<file path="config.mk">
export PLATFORM = sky130hd
export DESIGN_NAME = lottery_scheduler_compensation
export DESIGN_NICKNAME = d
export VERILOG_FILES = /design/src/rtl/lsc_pkg.sv /design/src/rtl/lsc_cell.sv /design/src/rtl/lsc_row.sv /design/src/rtl/lottery_scheduler_compensation.sv
export VERILOG_INCLUDE_DIRS = /design/src /design/src/rtl
export SDC_FILE = /design/constraint.sdc
export NUM_CORES = 2
export LEC_CHECK = 0
export BUFFER_PORTS_ARGS = -buffer_cell sky130_fd_sc_hd__buf_2
export CAP_MARGIN = 20
export CORE_MARGIN = 8
export CORE_UTILIZATION = 55
export DETAILED_ROUTE_END_ITERATION = 10
export PLACE_DENSITY = 0.74
export RECOVER_POWER = 100
export SLEW_MARGIN = 0
export SYNTH_ARGS = -nofsm -noshare
export SYNTH_HDL_FRONTEND = slang
export SYNTH_SLANG_ARGS = --single-unit
</file>
<file path="constraint.sdc">
create_clock -name clk -period 4.45 [get_ports clk]
set_clock_uncertainty 0.1 [all_clocks]
set_input_delay 0.2225 -clock clk [delete_from_list [all_inputs] [get_ports clk]]
set_output_delay 0.2225 -clock clk [all_outputs]
set_load 0.01 [all_outputs]
</file>
<file path="src/rtl/assert_macros.svh">
// Assertion helpers for the RTL.
`ifndef ASSERT_MACROS_SVH
`define ASSERT_MACROS_SVH
// Checks that a condition implies a property at the same edge.
`define CHK_IMPL(lbl, clk_s, rst_s, ante, cons, msg) \
  lbl: assert property (@(posedge clk_s) disable iff (rst_s) (ante) |-> (cons)) \
    else $error(msg);
// Checks that a condition implies a property at the next edge.
`define CHK_NEXT(lbl, clk_s, rst_s, ante, cons, msg) \
  lbl: assert property (@(posedge clk_s) disable iff (rst_s) (ante) |=> (cons)) \
    else $error(msg);
`endif

</file>
<file path="src/rtl/lsc_pkg.sv">
`timescale 1ns / 1ps
`default_nettype none
package lsc_pkg;
  localparam int unsigned NUM_SLOTS_DEF = 64;
  localparam int unsigned QUANTUM_DEF = 50;
  localparam logic [9:0] TICKET_MAX = 10'd1023;

  typedef enum logic [1:0] {
    ST_NONE = 2'd0, ST_READY = 2'd1, ST_RUNNING = 2'd2, ST_STOPPED = 2'd3
  } status_t;

  typedef enum logic [1:0] {
    FN_READY = 2'd0, FN_RESUME = 2'd1, FN_STOP = 2'd2, FN_YIELD = 2'd3
  } func_t;

  localparam logic [2:0] USER_CLASS = 3'd7;

  typedef enum logic [3:0] {
    S_IDLE, S_GRANT, S_DIV, S_SUM, S_MOD, S_PICK, S_DONE
  } state_t;

  typedef struct packed {
    logic [1:0]  func;
    logic [5:0]  slot;
    logic [2:0]  prio_class;
    logic [5:0]  ticks_left;
    logic [15:0] random_value;
  } in_word_t;

  typedef struct packed {
    logic [5:0]  chosen_slot;
    logic        chose_idle;
    logic [15:0] total_tickets;
    logic [9:0]  granted_tickets;
  } out_word_t;

  // Command to the cell row.
  typedef struct packed {
    logic       shift;   // rotate the row by one cell
    logic       wr;      // write the head cell
    logic [1:0] wr_st;
    logic [9:0] wr_tk;
    logic [2:0] wr_pr;
  } row_cmd_t;

  function automatic logic [4:0] base_tickets(input logic [2:0] p);
    logic [4:0] r;
    unique case (p)
      3'd0: r = 5'd16;
      3'd1: r = 5'd14;
      3'd2: r = 5'd12;
      3'd3: r = 5'd10;
      3'd4: r = 5'd8;
      3'd5: r = 5'd6;
      3'd6: r = 5'd4;
      default: r = 5'd2;
    endcase
    return r;
  endfunction
endpackage
`default_nettype wire

</file>
<file path="src/rtl/lsc_cell.sv">
`timescale 1ns / 1ps
`default_nettype none
module lsc_cell
  import lsc_pkg::*;
(
  input  wire        clk,
  input  wire        rst,
  input  wire        shift,
  input  wire        load,
  input  wire  [1:0] in_st,
  input  wire  [9:0] in_tk,
  input  wire  [2:0] in_pr,
  output logic [1:0] st,
  output logic [9:0] tk,
  output logic [2:0] pr
);
  always_ff @(posedge clk) begin
    if (rst) begin
      st <= ST_NONE;
      tk <= '0;
      pr <= USER_CLASS;
    end else if (shift || load) begin
      st <= in_st;
      tk <= in_tk;
      pr <= in_pr;
    end
  end
endmodule
`default_nettype wire

</file>
<file path="src/rtl/lsc_row.sv">
`timescale 1ns / 1ps
`default_nettype none
// Ring of cells; cell 0 is the head. A shift moves cell i+1 into cell i.
module lsc_row
  import lsc_pkg::*;
#(
  parameter int unsigned NUM_SLOTS = NUM_SLOTS_DEF
) (
  input  wire             clk,
  input  wire             rst,
  input  row_cmd_t        cmd,
  output logic [1:0]      head_st,
  output logic [9:0]      head_tk,
  output logic [2:0]      head_pr
);
  logic [1:0] st [NUM_SLOTS];
  logic [9:0] tk [NUM_SLOTS];
  logic [2:0] pr [NUM_SLOTS];

  for (genvar i = 0; i < NUM_SLOTS; i++) begin : g_cell
    localparam int unsigned NXT = (i + 1) % NUM_SLOTS;
    logic [1:0] ist;
    logic [9:0] itk;
    logic [2:0] ipr;
    if (i == 0) begin : g_head
      assign ist = cmd.wr ? cmd.wr_st : st[NXT];
      assign itk = cmd.wr ? cmd.wr_tk : tk[NXT];
      assign ipr = cmd.wr ? cmd.wr_pr : pr[NXT];
    end else begin : g_body
      assign ist = st[NXT];
      assign itk = tk[NXT];
      assign ipr = pr[NXT];
    end
    lsc_cell u_cell (
      .clk(clk), .rst(rst), .shift(cmd.shift), .load(i == 0 && cmd.wr),
      .in_st(ist), .in_tk(itk), .in_pr(ipr),
      .st(st[i]), .tk(tk[i]), .pr(pr[i])
    );
  end

  assign head_st = st[0];
  assign head_tk = tk[0];
  assign head_pr = pr[0];
endmodule
`default_nettype wire

</file>
<file path="src/rtl/lottery_scheduler_compensation.sv">
`timescale 1ns / 1ps
`default_nettype none
// Lottery scheduler with compensation tickets.
// Command channel: drive start high with cmd while busy is low; the word is
// taken at that edge and busy rises. Exactly one result word per command
// appears on res for one cycle with done high; the receiver cannot stall.
// The slot table is a ring of NUM_SLOTS cells that rotates one place per
// cycle while it shifts, so every slot access walks to the slot through the
// ring head. Make ready / resume: rotate to the slot, then a restoring
// divide for the compensation, with no divide without it. Draw: rotate to
// the running slot and regrant it on a yield (same divide) or mark it
// stopped on a stop, one full turn summing tickets, a modulo that also
// turns the ring back to slot 0, and a turn of the ring picking the winner.
// busy is low in the done cycle, so the next word can be taken at the edge
// that ends it. Reset empties every slot, sets all classes to user class
// and leaves idle running; the block is ready right after reset.
module lottery_scheduler_compensation
  import lsc_pkg::*;
#(
  parameter int unsigned NUM_SLOTS = NUM_SLOTS_DEF,
  parameter int unsigned QUANTUM   = QUANTUM_DEF
) (
  input  wire        clk,
  input  wire        rst,
  input  wire        start,
  input  in_word_t   cmd,
  output logic       busy,
  output logic       done,
  output out_word_t  res
);
  localparam int unsigned SW = $clog2(NUM_SLOTS);
  localparam int unsigned CW = SW + 1;
  localparam logic [7:0] QV = 8'(QUANTUM);

  state_t   state, state_next;
  in_word_t req;
  logic [CW-1:0] pos, cnt;          // pos: slot currently at head
  logic [SW-1:0] target;
  logic          running_valid;
  logic [SW-1:0] running_slot;
  logic          is_draw, do_grant, has_grant;
  logic [17:0]   sum;
  logic [17:0]   acc;
  logic [17:0]   rem;               // divide / modulo remainder
  logic [15:0]   quo;
  logic [4:0]    dcnt;
  logic [9:0]    granted;
  logic [SW-1:0] pick;
  logic          found;
  logic [9:0]    grant_tk;
  row_cmd_t      rc;
  logic [1:0]    head_st;
  logic [9:0]    head_tk;
  logic [2:0]    head_pr;
  logic [12:0]   dividend;
  logic [7:0]    used;

  lsc_row #(.NUM_SLOTS(NUM_SLOTS)) u_row (
    .clk(clk), .rst(rst), .cmd(rc),
    .head_st(head_st), .head_tk(head_tk), .head_pr(head_pr)
  );

  assign used = QV - {2'b0, req.ticks_left};
  assign grant_tk = (quo > 16'(TICKET_MAX)) ? TICKET_MAX : quo[9:0];
  wire at_target = (pos[SW-1:0] == target);
  wire [2:0] gp = (req.func == FN_READY) ? req.prio_class : head_pr;
  wire comp = ({2'b0, req.ticks_left} < QV);

  always_comb begin
    unique case (req.func)
      FN_READY: do_grant = 1'b1;
      FN_RESUME: do_grant = (head_st == ST_STOPPED);
      FN_STOP: do_grant = 1'b0;
      default: do_grant = (head_st == ST_RUNNING);
    endcase
  end

  always_comb begin
    state_next = state;
    rc = '0;
    rc.wr_st = ST_READY;
    rc.wr_tk = grant_tk;
    rc.wr_pr = gp;
    unique case (state)
      S_IDLE: if (start) state_next = S_GRANT;
      S_GRANT: begin
        if (!has_grant) state_next = is_draw ? S_SUM : S_DONE;
        else if (!at_target) rc.shift = 1'b1;
        else if (!do_grant) begin
          // A stop marks the running slot stopped in place before the draw.
          if (req.func == FN_STOP) begin
            rc.wr = 1'b1;
            rc.wr_st = ST_STOPPED;
            rc.wr_tk = head_tk;
            rc.wr_pr = head_pr;
          end
          state_next = is_draw ? S_SUM : S_DONE;
        end
        else state_next = S_DIV;
      end
      S_DIV: if (dcnt == 5'd0) begin
        rc.wr = 1'b1;
        state_next = is_draw ? S_SUM : S_DONE;
      end
      S_SUM: begin
        rc.shift = 1'b1;
        if (cnt == CW'(NUM_SLOTS - 1)) state_next = S_MOD;
      end
      S_MOD: begin
        // The ring turns back to slot 0 while the modulo runs.
        if (pos != '0) rc.shift = 1'b1;
        if (sum == 18'd0) state_next = S_DONE;
        else if (dcnt == 5'd0 && pos == '0) state_next = S_PICK;
      end
      S_PICK: begin
        rc.shift = 1'b1;
        if (!found && head_st == ST_READY && acc + 18'(head_tk) > rem) begin
          rc.shift = 1'b0;
          rc.wr = 1'b1;
          rc.wr_st = ST_RUNNING;
          rc.wr_tk = head_tk;
          rc.wr_pr = USER_CLASS;
        end
        if (cnt == CW'(NUM_SLOTS - 1)) state_next = S_DONE;
      end
      S_DONE: state_next = S_IDLE;
      default: state_next = S_IDLE;
    endcase
  end

  always_ff @(posedge clk) begin
    if (rst) state <= S_IDLE;
    else state <= state_next;
  end

  assign busy = (state != S_IDLE);

  always_ff @(posedge clk) begin
    if (rst) begin
      pos <= '0;
      running_valid <= 1'b0;
      running_slot <= '0;
      done <= 1'b0;
    end else begin
      done <= (state == S_DONE);
      if (rc.shift) pos <= (pos == CW'(NUM_SLOTS - 1)) ? '0 : pos + 1'b1;
      if (state == S_DONE && is_draw) begin
        running_valid <= found;
        if (found) running_slot <= pick;
      end
    end
  end

  always_ff @(posedge clk) begin
    unique case (state)
      S_IDLE: if (start) begin
        req <= cmd;
        is_draw <= cmd.func[1];
        granted <= '0;
        cnt <= '0;
        sum <= '0;
        acc <= '0;
        found <= 1'b0;
        pick <= '0;
        if (cmd.func[1]) begin
          target <= running_slot;
          has_grant <= running_valid;
        end else begin
          target <= SW'(cmd.slot);
          has_grant <= (7'(cmd.slot) < 7'(NUM_SLOTS)) || (NUM_SLOTS >= 64);
        end
      end
      S_GRANT: if (has_grant && at_target) begin
        // Set up the compensation divide for the head slot.
        dividend <= 13'(base_tickets(gp)) * 13'(QV);
        quo <= comp ? 16'd0 : 16'(base_tickets(gp));
        rem <= '0;
        dcnt <= 5'd13;
      end
      S_DIV: begin
        if (comp) begin
          if (dcnt != 5'd0) begin
            if ({rem[16:0], dividend[12]} >= 18'(used)) begin
              rem <= {rem[16:0], dividend[12]} - 18'(used);
              quo <= {quo[14:0], 1'b1};
            end else begin
              rem <= {rem[16:0], dividend[12]};
              quo <= {quo[14:0], 1'b0};
            end
            dividend <= {dividend[11:0], 1'b0};
            dcnt <= dcnt - 1'b1;
          end
        end else dcnt <= 5'd0;
        if (dcnt == 5'd0 && !is_draw) granted <= grant_tk;
      end
      S_SUM: begin
        if (head_st == ST_READY) sum <= sum + 18'(head_tk);
        cnt <= (cnt == CW'(NUM_SLOTS - 1)) ? '0 : cnt + 1'b1;
        dividend <= '0;
        rem <= '0;
        quo <= {req.random_value};
        dcnt <= 5'd16;
      end
      S_MOD: if (dcnt != 5'd0) begin
        if ({rem[16:0], quo[15]} >= sum) rem <= {rem[16:0], quo[15]} - sum;
        else rem <= {rem[16:0], quo[15]};
        quo <= {quo[14:0], 1'b0};
        dcnt <= dcnt - 1'b1;
      end
      S_PICK: begin
        if (!found && head_st == ST_READY) begin
          if (acc + 18'(head_tk) > rem) begin
            found <= 1'b1;
            pick <= pos[SW-1:0];
          end
          acc <= acc + 18'(head_tk);
        end
        cnt <= (cnt == CW'(NUM_SLOTS - 1)) ? '0 : cnt + 1'b1;
      end
      default: ;
    endcase
  end

  always_ff @(posedge clk) begin
    if (state == S_DONE) begin
      res.granted_tickets <= is_draw ? 10'd0 : granted;
      res.chose_idle <= is_draw && !found;
      res.chosen_slot <= (is_draw && found) ? 6'(pick) : 6'd0;
      res.total_tickets <= !is_draw ? 16'd0 : (sum > 18'hFFFF) ? 16'hFFFF : sum[15:0];
    end
  end

  `include "assert_macros.svh"
  `CHK_NEXT(a_start_busy, clk, rst, start && !busy, busy, "start not taken")
  `CHK_NEXT(a_done_once, clk, rst, done, !done, "done held")
  `CHK_IMPL(a_done_idle, clk, rst, done, !busy, "done while busy")
endmodule
`default_nettype wire
</file>
Yosys cells after proc, flatten, opt, wreduce, memory -nomap -nowiden
Index checks and enable logic that the tools add are counted.

Register bits after elaboration: 1159. Input bits: 36. Output and inout port bits: 35. Word-level logic and storage cells: 384.

Add/subtract/negate cells: 8. $mul: 1. Magnitude comparators: 6. Eq/ne operators: 36. Multiplexer cells: 75. Reduce and logical (&&, ||, !) cells: 40.

Operators by type and width (count): 2-to-1 mux 18 bit (9); 2-to-1 mux 16 bit (8); one-hot mux 18 bit (2 select lines) (2); one-hot mux 18 bit (4 select lines) (1); one-hot mux 16 bit (4 select lines) (1); 2-to-1 mux 10 bit (4); 2-to-1 mux 13 bit (3); one-hot mux 13 bit (3 select lines) (1); adder 18 x 10 -> 18 bit (2); one-hot mux 5 bit (7 select lines) (1); 2-to-1 mux 17 bit (2); 2-to-1 mux 4 bit (8); 2-to-1 mux 5 bit (6); one-hot mux 15 bit (2 select lines) (1); 2-to-1 mux 6 bit (4); != test 2 bit, second input constant (12); one-hot mux 4 bit (6 select lines) (1); 2-to-1 mux 7 bit (3); one-hot mux 10 bit (2 select lines) (1); one-hot mux 5 bit (4 select lines) (1); greater-or-equal comparator 18 bit (1); greater-or-equal comparator 18 x 8 -> 1 bit (1); > comparator 18 x 16 -> 1 bit, second input constant (1); > comparator 18 bit (1); 48 further kinds (91).

Logic depth before layout (Yosys ltp)
Depth after elaboration: 9. Gate-level depth with buffers: 23.

By module
From an unflattened synthesis, not the netlist that was laid out.

Cells, all modules: 5150. Area, all modules: 50895.1 um^2.

By module, submodules not included: lsc_cell (instances 64, cells each 63, area an instance 608.1 um^2); lottery_scheduler_compensation (instances 1, cells each 1100, area an instance 11736.3 um^2); lsc_row (instances 1, cells each 18, area an instance 241.5 um^2).

Least setup slack after synthesis
OpenSTA, ideal clock, no wires.

Path kind: register to register. Start: register u_row.g_cell[0].u_cell.tk[0]. End: register pos[5]. Arrival time: 4369 ps. Required time: 4225 ps. Slack: -144 ps. Stages on the path, launching flop included: 23. Path buffers: 3. Clock period less this slack: 4594 ps. Path through: dfxtp_1 -> ha_1 -> inv_1 -> fa_1 -> nor2b_1 -> o21ai_0 -> a21boi_0 -> o21ai_0 -> a211oi_1 -> o211ai_1 -> xnor2_1 -> ha_1 -> nand4_1 -> nor4_1 -> nand3_1 -> and3_1 -> o311a_1 -> and2_1 -> buf_6 -> buf_2 -> buf_2 -> o31ai_1 -> a21oi_1.

Longest elaborated chain between the ends: 5.

RTL lines: from (decl) (RTL line lsc_cell.sv:14) `output logic [9:0] tk,`; from (signal assigned) (RTL line lsc_cell.sv:24) `tk <= in_tk;`; adder 18 x 10 -> 18 bit (RTL line lottery_scheduler_compensation.sv:117) `if (!found && head_st == ST_READY && acc + 18'(head_tk) > rem) begin`; > comparator 18 bit (RTL line lottery_scheduler_compensation.sv:117); logical AND 1 bit (RTL line lottery_scheduler_compensation.sv:117); 2-to-1 mux 17 bit (RTL line lottery_scheduler_compensation.sv:117); one-hot mux 1 bit (4 select lines) (RTL line lottery_scheduler_compensation.sv:84) `unique case (state)`; to (signal assigned) (RTL line lottery_scheduler_compensation.sv:146) `if (rc.shift) pos <= (pos == CW'(NUM_SLOTS - 1)) ? '0 : pos + 1'b1;`; to (decl) (RTL line lottery_scheduler_compensation.sv:37) `logic [CW-1:0] pos, cnt;`.

Every way passes these cells. The select of a mux whose other input is x is not followed. A chain may end at the register's enable or synchronous reset.

Worst setup path in the final report
Start: register acc[0]. End: register u_row.g_cell[3].u_cell.tk[0].

Longest elaborated chain between the ends: 5.

RTL lines: from (decl) (RTL line lottery_scheduler_compensation.sv:43) `logic [17:0] acc;`; from (signal assigned) (RTL line lottery_scheduler_compensation.sv:216) `acc <= acc + 18'(head_tk);`; adder 18 x 10 -> 18 bit (RTL line lottery_scheduler_compensation.sv:117); > comparator 18 bit (RTL line lottery_scheduler_compensation.sv:117); logical AND 1 bit (RTL line lottery_scheduler_compensation.sv:117); 2-to-1 mux 17 bit (RTL line lottery_scheduler_compensation.sv:117); one-hot mux 1 bit (4 select lines) (RTL line lottery_scheduler_compensation.sv:84); to (signal assigned) (RTL line lsc_cell.sv:24); to (decl) (RTL line lsc_cell.sv:14).

Every way passes these cells. The select of a mux whose other input is x is not followed.

==> impl_metrics.json <==
{
  "status": "finished with violations",
  "violations": "capacitance limit, slew limit, setup timing",
  "cts.sinks": 1155,
  "slowest_delay_ns": 0.38,
  "path_clk_slew_ns": 0.06,
  "grt_antenna_before_repair": 1,
  "timing.critical_path.mode_cell": "o21ai_2",
  "viasPerCell": 5.489,
  "dieWidth_um": 300.9,
  "cts-buffers-inserted": 112,
  "min_period_ns": 4.543,
  "fmax_ghz": 0.2201,
  "start_kind": "flop",
  "postRouteAntennaNets": 0,
  "setup_viol_count_final": 341,
  "clock-root-buffer": "clkbuf_16",
  "synth_seq_cells": 1155,
  "arrival_ns": 5.03,
  "synth_fp_nets": 5392,
  "crit_path_end_kind": "flop",
  "final_hold_viol_count": 0,
  "synth-seq-area-share_pct": 55.77,
  "setup_slack_ns": -0.09264,
  "r2r_end": "u_row.g_cell[3].u_cell.tk[0]",
  "path_cells": "ha_4, inv_2, fa_2, nor2b_2, o21ai_2, a21boi_2, o21ai_2, a211oi_2, nor2_2, xnor2_2, ha_1, nand4_1, nor4_2, nand3_1, and3_4, o311a_4, buf_6, nand2_8, bufbuf_16, buf_4, nand2_1, a21oi_1",
  "drcViolationCount": 0,
  "rrSetupSlack_ns": -0.09,
  "initial_utilization_pct": 55.51,
  "rsz0062_at_grt": "yes",
  "r2r-start": "acc[0]",
  "reg2reg_depth": 22,
  "grt-ovfl-total": 0,
  "finalMaxSlewViolations": 40,
  "yosys_most_used_dff": "dfxtp_1",
  "grt_max_degree": 201,
  "worst_skew_pair.late_latency_ns": 0.68,
  "drt_wl_total_mm": 104.3,
  "layout-drive-gt1-share_pct": 12.19,
  "finalCritPeriodShare_pct": 102.1,
  "leakage_nw": 20.00,
  "port_buffers": 70,
  "cts_tree": "yes",
  "wire_per_inst_um": 16.01,
  "clock_path_buffers": 3,
  "die_y_um": 300.9,
  "grt_first_pass_wirelength_mm": 162.4,
  "fp.coreArea_sq_mm": 0.08042,
  "synthCells": 5268,
  "area_growth_pct": 19.65,
  "design.die.area_sq_mm": 0.09054,
  "diodes": 0,
  "ys_types": 59,
  "drtIter0Drc": 2612,
  "holdCritStartpoint": "start",
  "crit_type": "flop to flop",
  "cpMaxStageDelayCell": "edfxtp_1",
  "hpwl_mm": 59.35,
  "grt.total_usage_pct": 20.88,
  "irDropWorstVdd_uv": 449.9,
  "drv_cap": 1,
  "place.gp.congestion": 0.8701,
  "grt_pass1_vias": 33370,
  "min_path_cells": 4,
  "min_to": "state[0]",
  "row_count": 104,
  "syn_area_sq_mm": 0.04464,
  "instances_no_fill": 6514,
  "hold_class": "primary input to flop",
  "cellPowerDensity_mw_per_mm2": 749.0,
  "fill_cells": 6185,
  "worst_pin_slew_ns": 1.924,
  "yosysWarnings": 0,
  "required_ns": 4.94,
  "synth_edf_count": 177,
  "path_max_fanout": 8,
  "pin_count": 71,
  "multiInputGateArea_sq_mm": 0.01897,
  "final_util_pct": 66.42,
  "vias": 35750,
  "ys_async_sr_fraction_pct": 0,
  "avgSynthCellArea_sq_um": 8.474,
  "maxSlewHeadroom_pct": -28.25,
  "nets": 5485,
  "placed_cells": 6200,
  "seqCellArea_sq_mm": 0.02490,
  "dr.pass1.iters": 5,
  "htree_num_levels": 3
}
## synth_stat cells, types with 27 or more instances
master	instances	area [sq um]
xnor2_1	45	394.1
clkbuf_1	230	863.3
ha_1	84	1051
and2_1	27	168.9
nor2_1	123	461.7
o21a_1	27	202.7
dfxtp_1	978	19580
edfxtp_1	177	5315
inv_1	72	270.3
a21oi_1	853	4269
nand3b_1	190	1426
o21ai_0	51	255.2
buf_2	117	585.6
nand2_1	1957	7346
## critical path, delay by kind of cell (launching register included)
kind	cells	cell delay, ns
flops	1	0.38
simple gates	8	1.22
xor+xnor	1	0.15
fa+ha+maj	3	0.81
buf+inv	4	0.63
compound gates	6	1.19
## metal layers
metal / routed length (um) / global-route usage, % / up-vias
li1: - / - / 17600
met1: 45340 / 26.98 / 17240
met2: 51920 / 36.13 / 710
met3: 4206 / 3.219 / 201
met4: 2815 / 5.965 / 0
met5: 0 / 0 / -
## stage by stage
step	power [mW]	area (sq um)	hold WS, ns	TNS, ns	worst slack [ns]
after detailed placement	26.81	46650	0.3006	-307.80	-0.4262
final	40.00	53410	0.1474	-9.364	-0.09264
after floorplan	22.49	44650	0.2214	0	0.01506
after global routing	42.21	53410	0.1376	-183.10	-0.3063
after global placement	26.61	46650	0.3006	-225.85	-0.3316
after CTS	38.06	51700	0.1038	-1.893	-0.04217
## final cells by class
| type | instances | share of cell area [%] |
|---|---|---|
| Clock inverter | 48 | 1.042 |
| Inverter | 72 | 0.5060 |
| Sequential cell | 1155 | 46.61 |
| Tap cell | 1060 | 2.483 |
| Clock buffer | 159 | 6.210 |
| Timing Repair Buffer | 331 | 7.628 |
| Multi-Input combinational cell | 3689 | 35.52 |
## logic make-up (layout without fill, tap and decap cells)
| family | count (synthesis) | after routing | share of synthesized area, % |
|---|---|---|---|
| AO/OA/AOI/OAI | 1054 | 1054 | 12.78 |
| XOR/XNOR | 63 | 63 | 1.236 |
| adder cells (fa/ha/maj) | 88 | 88 | 2.534 |
| buffers and inverters | 425 | 610 | 3.918 |
| flip-flops | 1155 | 1155 | 55.77 |
| multiplexers | 22 | 22 | 0.5157 |
| AND/OR/NAND/NOR | 2461 | 2462 | 23.25 |
## how the worst max path moves through the flow
stage	from	to	cells past startpoint
floorplan	u_row.g_cell[0].u_cell.tk[0]	pos[5]	22
global placement	u_row.g_cell[0].u_cell.tk[0]	u_row.g_cell[17].u_cell.tk[3]	22
detailed placement	acc[1]	u_row.g_cell[52].u_cell.st[1]	21
CTS	acc[0]	u_row.g_cell[45].u_cell.tk[0]	22
global route	acc[0]	u_row.g_cell[34].u_cell.tk[0]	23
finish	acc[0]	u_row.g_cell[3].u_cell.tk[0]	22
## power breakdown
part / internal [mW] / leakage, nW / switching [mW] / total (mW)
Sequential: 12.5 / 9.59 / 1.02 / 13.5
Clock: 5.72 / 1.92 / 4.06 / 9.78
Combinational: 6.93 / 8.49 / 9.82 / 16.7
## cells in the final DEF (no fill, tap or decap), types with 43 or more instances in the layout
cell type / Yosys / routed
dfxtp_1: 978 / 976
nand2_4: 0 / 48
xnor2_1: 45 / 43
inv_1: 72 / 70
clkbuf_16: 0 / 137
nor2_1: 123 / 121
buf_4: 0 / 96
edfxtp_1: 177 / 177
o21ai_0: 51 / 45
nand2_1: 1957 / 1889
a21oi_2: 0 / 117
nand3b_1: 190 / 190
ha_1: 84 / 83
buf_12: 0 / 51
clkbuf_1: 230 / 54
a21oi_1: 853 / 736
## sequential cells by signal, summed over array words and instances (netlist names), 10 cells and up
signal and count:
dividend 11, acc 18, sum 18, rem 18, quo 16, granted 10
u_row.g_cell.u_cell.st 128, u_row.g_cell.u_cell.pr 192, req 27, res 33, u_row.g_cell.u_cell.tk 640
## repair_timing
| item | 4_1_cts | 5_1_grt |
|---|---|---|
| setup buffers | 11 | 16 |
| gates cloned | 15 | 26 |
| hold buffers | 40 | 0 |
| pin swaps | 24 | 147 |
| resized for setup | 60 | 258 |
| setup endpoints to repair | 967 | 967 |
| endpoints found under the hold margin | 86 | 0 |
Note: power is estimated with default switching activity, not from simulation.
